### src/sv/wnr_pkg.sv
// ----------------------------------------------------------------------------
// Wildcard name rewrite: shared package
// Character, name and rule types, codes and tag constants.
// ----------------------------------------------------------------------------
package wnr_pkg;

  localparam int NAME_LEN = 14;
  localparam int CHAR_W   = 8;
  localparam int HITS_W   = 9;

  localparam logic [CHAR_W-1:0] WILDCARD   = 8'h2A;
  localparam logic [47:0]       TAG_ATOM   = 48'h20204D4F5441;
  localparam logic [47:0]       TAG_HETATM = 48'h4D5441544548;

  typedef logic [NAME_LEN-1:0][CHAR_W-1:0] name_t;

  typedef struct packed {
    name_t subst;
    name_t match;
  } rule_t;

  typedef struct packed {
    logic wr_en;
    logic rd_en;
  } mem_ctl_t;

  typedef enum logic [1:0] {
    ACT_CLEAR   = 2'd0,
    ACT_APPEND  = 2'd1,
    ACT_REWRITE = 2'd2
  } action_t;

  typedef enum logic [1:0] {
    ST_REWRITTEN = 2'd0,
    ST_APPENDED  = 2'd1,
    ST_FULL      = 2'd2,
    ST_CLEARED   = 2'd3
  } status_t;

  typedef enum logic [1:0] {
    S_IDLE,
    S_WALK,
    S_DONE
  } state_t;

endpackage

### src/sv/wnr_match_unit.sv
// ----------------------------------------------------------------------------
// Wildcard name rewrite: match and overlay unit
// Tests one rule against the current name and applies its replacement.
// ----------------------------------------------------------------------------
module wnr_match_unit (
  input  wnr_pkg::name_t name_in,
  input  wnr_pkg::rule_t rule,
  output wnr_pkg::name_t name_out,
  output logic           hit
);
  import wnr_pkg::*;

  logic [NAME_LEN-1:0] char_ok;

  always_comb begin
    for (int k = 0; k < NAME_LEN; k++) begin
      char_ok[k] = (rule.match[k] == WILDCARD) || (rule.match[k] == name_in[k]);
    end
    hit = &char_ok;
    for (int k = 0; k < NAME_LEN; k++) begin
      name_out[k] = (hit && rule.subst[k] != WILDCARD) ? rule.subst[k] : name_in[k];
    end
  end

endmodule

### config.mk
export PLATFORM = sky130hd
export DESIGN_NAME = wnr_match_unit
export DESIGN_NICKNAME = d
export VERILOG_FILES = /design/src/sv/wnr_pkg.sv /design/src/sv/wnr_match_unit.sv
export SDC_FILE = /design/constraint.sdc
export NUM_CORES = 1
export LEC_CHECK = 0
export BUFFER_PORTS_ARGS = -buffer_cell sky130_fd_sc_hd__buf_4
export CORE_AREA = 2 2 175 177
export DETAILED_ROUTE_END_ITERATION = 12
export DIE_AREA = 0 0 177 179
export PLACE_DENSITY = 0.37
export RECOVER_POWER = 25
export SYNTH_ARGS = -nofsm -noshare
export SYNTH_HDL_FRONTEND = slang
export SYNTH_SLANG_ARGS = --single-unit
### constraint.sdc
create_clock -name vclk -period 7.8
set_input_delay 2.34 -clock vclk [all_inputs]
set_output_delay 2.34 -clock vclk [all_outputs]
set_load 0.02 [all_outputs]
==> summary.txt <==
Mapped Avg Cell Area = 8.78 um^2
worst path cell trace = buf_4 > xor2_1 > nor4_1 > a22oi_1 > nor4_1 > nand4_2 > clkbuf_1 > a21o_1 > a21oi_1 > buf_4
LEAKAGE = 3.57 nW
GP Congestion = 0.818
hold_buf cts = 0
Vias/cell = 3.88
Finished Cell Area = 0.00717 mm^2
Vias = 4,780
Bufs and invs on worst path = 3
Syn Nets = 735
WHS Endpoint = name_out[13]
Reg area = 0 um^2
drt wl/cell = 18.8 um
total power = 0.354 mW
Least-Margin Pin Slew = 683 ps
setup tns final = 0 ps
Cell variety after synth = 17
first-pass GRT wire length = 31.1 mm
1st-pass router iterations = 4
Final Max Slew Viols = 0
Combinational Power Share = 100.0%
max capacitance violation total = 0
grt met3 use = 2.31%
Die Area = 0.0317 mm^2
Max VDD drop = 0.0000162 V
Pwr per Cell Area = 49.3 mW/mm^2
placed cell count = 1,230
I/O pins = 449
sequential area share after synthesis = 0%
cells resized by post-CTS repair = 0
hold wc startpoint = rule[125]
placed inst area = 0.00726 mm^2
M2 GR Usage = 24.8%
Starting Density = 11.7%
hold path cells = 3
largest net degree at the start of global routing = 28
relative slew slack = 54.0%
gr usage total = 13.0%
hpwl dp = 21.7 mm
switch share = 43.3%
Worst EP arrival = 5090 ps
Cell Area, Synth = 0.00350 mm^2
CP Depth = 10
M1 GR Usage = 15.9%
cell family with most CP delay = simple AND/OR/NAND/NOR gates
I/O Buffers = 449
total grt overflow = 0
CP max-delay cell = nor4_1
Worst Hold Class = in2out
initial antenna violation count = 1
Sequential Power Share = 0%
highest clock rate = 0.135 GHz
multi-input logic area = 0.00330 mm^2
Routed WL = 23.2 mm
Synth Warn # = 0
final setup vio count = 0
Initial DRC Count = 101
layout cells sized above 1 = 62.0%
DRC viols = 0
Syn Inst Count = 399
Startpoint Class = input port
worst-path maximum fanout = 8
Setup Buffers After CTS = 0
layout filler cell count = 3,401
Most Used Layer, Global Route = met2
RSZ-0062 raised after global routing = no
internal power = 0.201 mW
crit share post-route = 95.2%
FFs & Latches = 0
clock buffers = 0
slowest stage delay, CP = 640 ps
Finished Layout Cells = 1,231
crit path kind = in2out
vias in the first global route = 5,001
status = finished, final reports clean
Sw Pwr = 0.153 mW
P&R area growth vs syn = 105%
Critical Path RT = 5460 ps
Placeable Area = 0.0300 mm^2
Hold Fails Final Rpt = 0
CP endpoint kind = output port
min cycle time layout = 7430 ps
Crit. Startpoint = rule[79]
Die Span Y = 179 um
Die Wd = 177 um
Placement Rows = 64
antenna viol nets, final = 0
Clock power frac = 0%
NumNets Final = 1,172
## placed cells by master (no fill, tap or decap)
cell / Yosys / routed
nor4_1: 30 / 30
clkbuf_1: 6 / 26
a22o_1: 2 / 2
diode_2: 0 / 1
nor2_1: 21 / 21
mux2_4: 42 / 42
buf_4: 0 / 426
nor4bb_1: 28 / 28
mux2_2: 48 / 47
a22oi_1: 14 / 14
nor4b_1: 28 / 28
nand4_2: 1 / 1
a21oi_1: 20 / 20
nor4_2: 1 / 1
mux2_1: 0 / 1
xor2_1: 112 / 112
inv_1: 21 / 21
a21o_1: 14 / 14
## how the worst max path moves through the flow
| stage | to | slack, ps |
|---|---|---|
| floorplan | name_out[11] | 1200 |
| global placement | name_out[58] | 360 |
| detailed placement | name_out[58] | 340 |
| CTS | name_out[58] | 330 |
| global route | name_out[3] | 90 |
| finish | name_out[3] | 370 |
## kinds of logic after synthesis
kind of cell | Yosys count | synth area share [%]
xor+xnor | 112 | 28.0
mux | 90 | 33.4
compound gates | 50 | 9.36
simple gates | 109 | 23.3
buf+inv | 38 | 5.89
## per-layer routing
metal	part of all wire, %	vias to the layer above	wire length (um)
met5	0	-	0
met4	0.28	0	65
met3	6.7	4	1560
met1	40	2191	9170
li1	-	2373	-
met2	53	212	12400
## Yosys cell counts
cell	number	area share (%)
xor2_1	112	28
mux2_2	48	15
mux2_4	42	18
nor4_1	30	5.4
nor4b_1	28	7.0
nor4bb_1	28	8.0
inv_1	21	2.3
nor2_1	21	2.3
a21oi_1	20	2.9
a21o_1	14	3.0
a22oi_1	14	3.0
buf_6	8	2.6
clkbuf_1	6	0.64
buf_2	3	0.43
a22o_1	2	0.50
nand4_2	1	0.36
nor4_2	1	0.36
## metrics by stage
step	hold slack (ps)	utilization, %	setup WS, ps
2_1_floorplan	4840	-	1200
3_5_place_dp	5010	24.2	341
3_3_place_gp	5010	24.2	364
5_1_grt	5020	23.9	93.5
4_1_cts	5020	24.2	332
6_report	5020	23.9	374
## layout make-up
class              count  share of cell area, %
multi-input cells    361                   46.0
repair buffers       452                   46.0
well taps            396                   6.91
inverters             21                   1.10
diodes                 1                 0.0349
## power by group through the flow
stage          Sequential [mW]  Combinational [mW]    Clock (mW)
2_1_floorplan                0               0.128             0
3_3_place_gp                 0               0.365             0
3_5_place_dp                 0               0.362             0
4_1_cts                      0               0.364             0
5_1_grt                      0               0.380             0
6_report                     0               0.354  0.0000000172
Note: power is estimated with default switching activity, not from simulation.
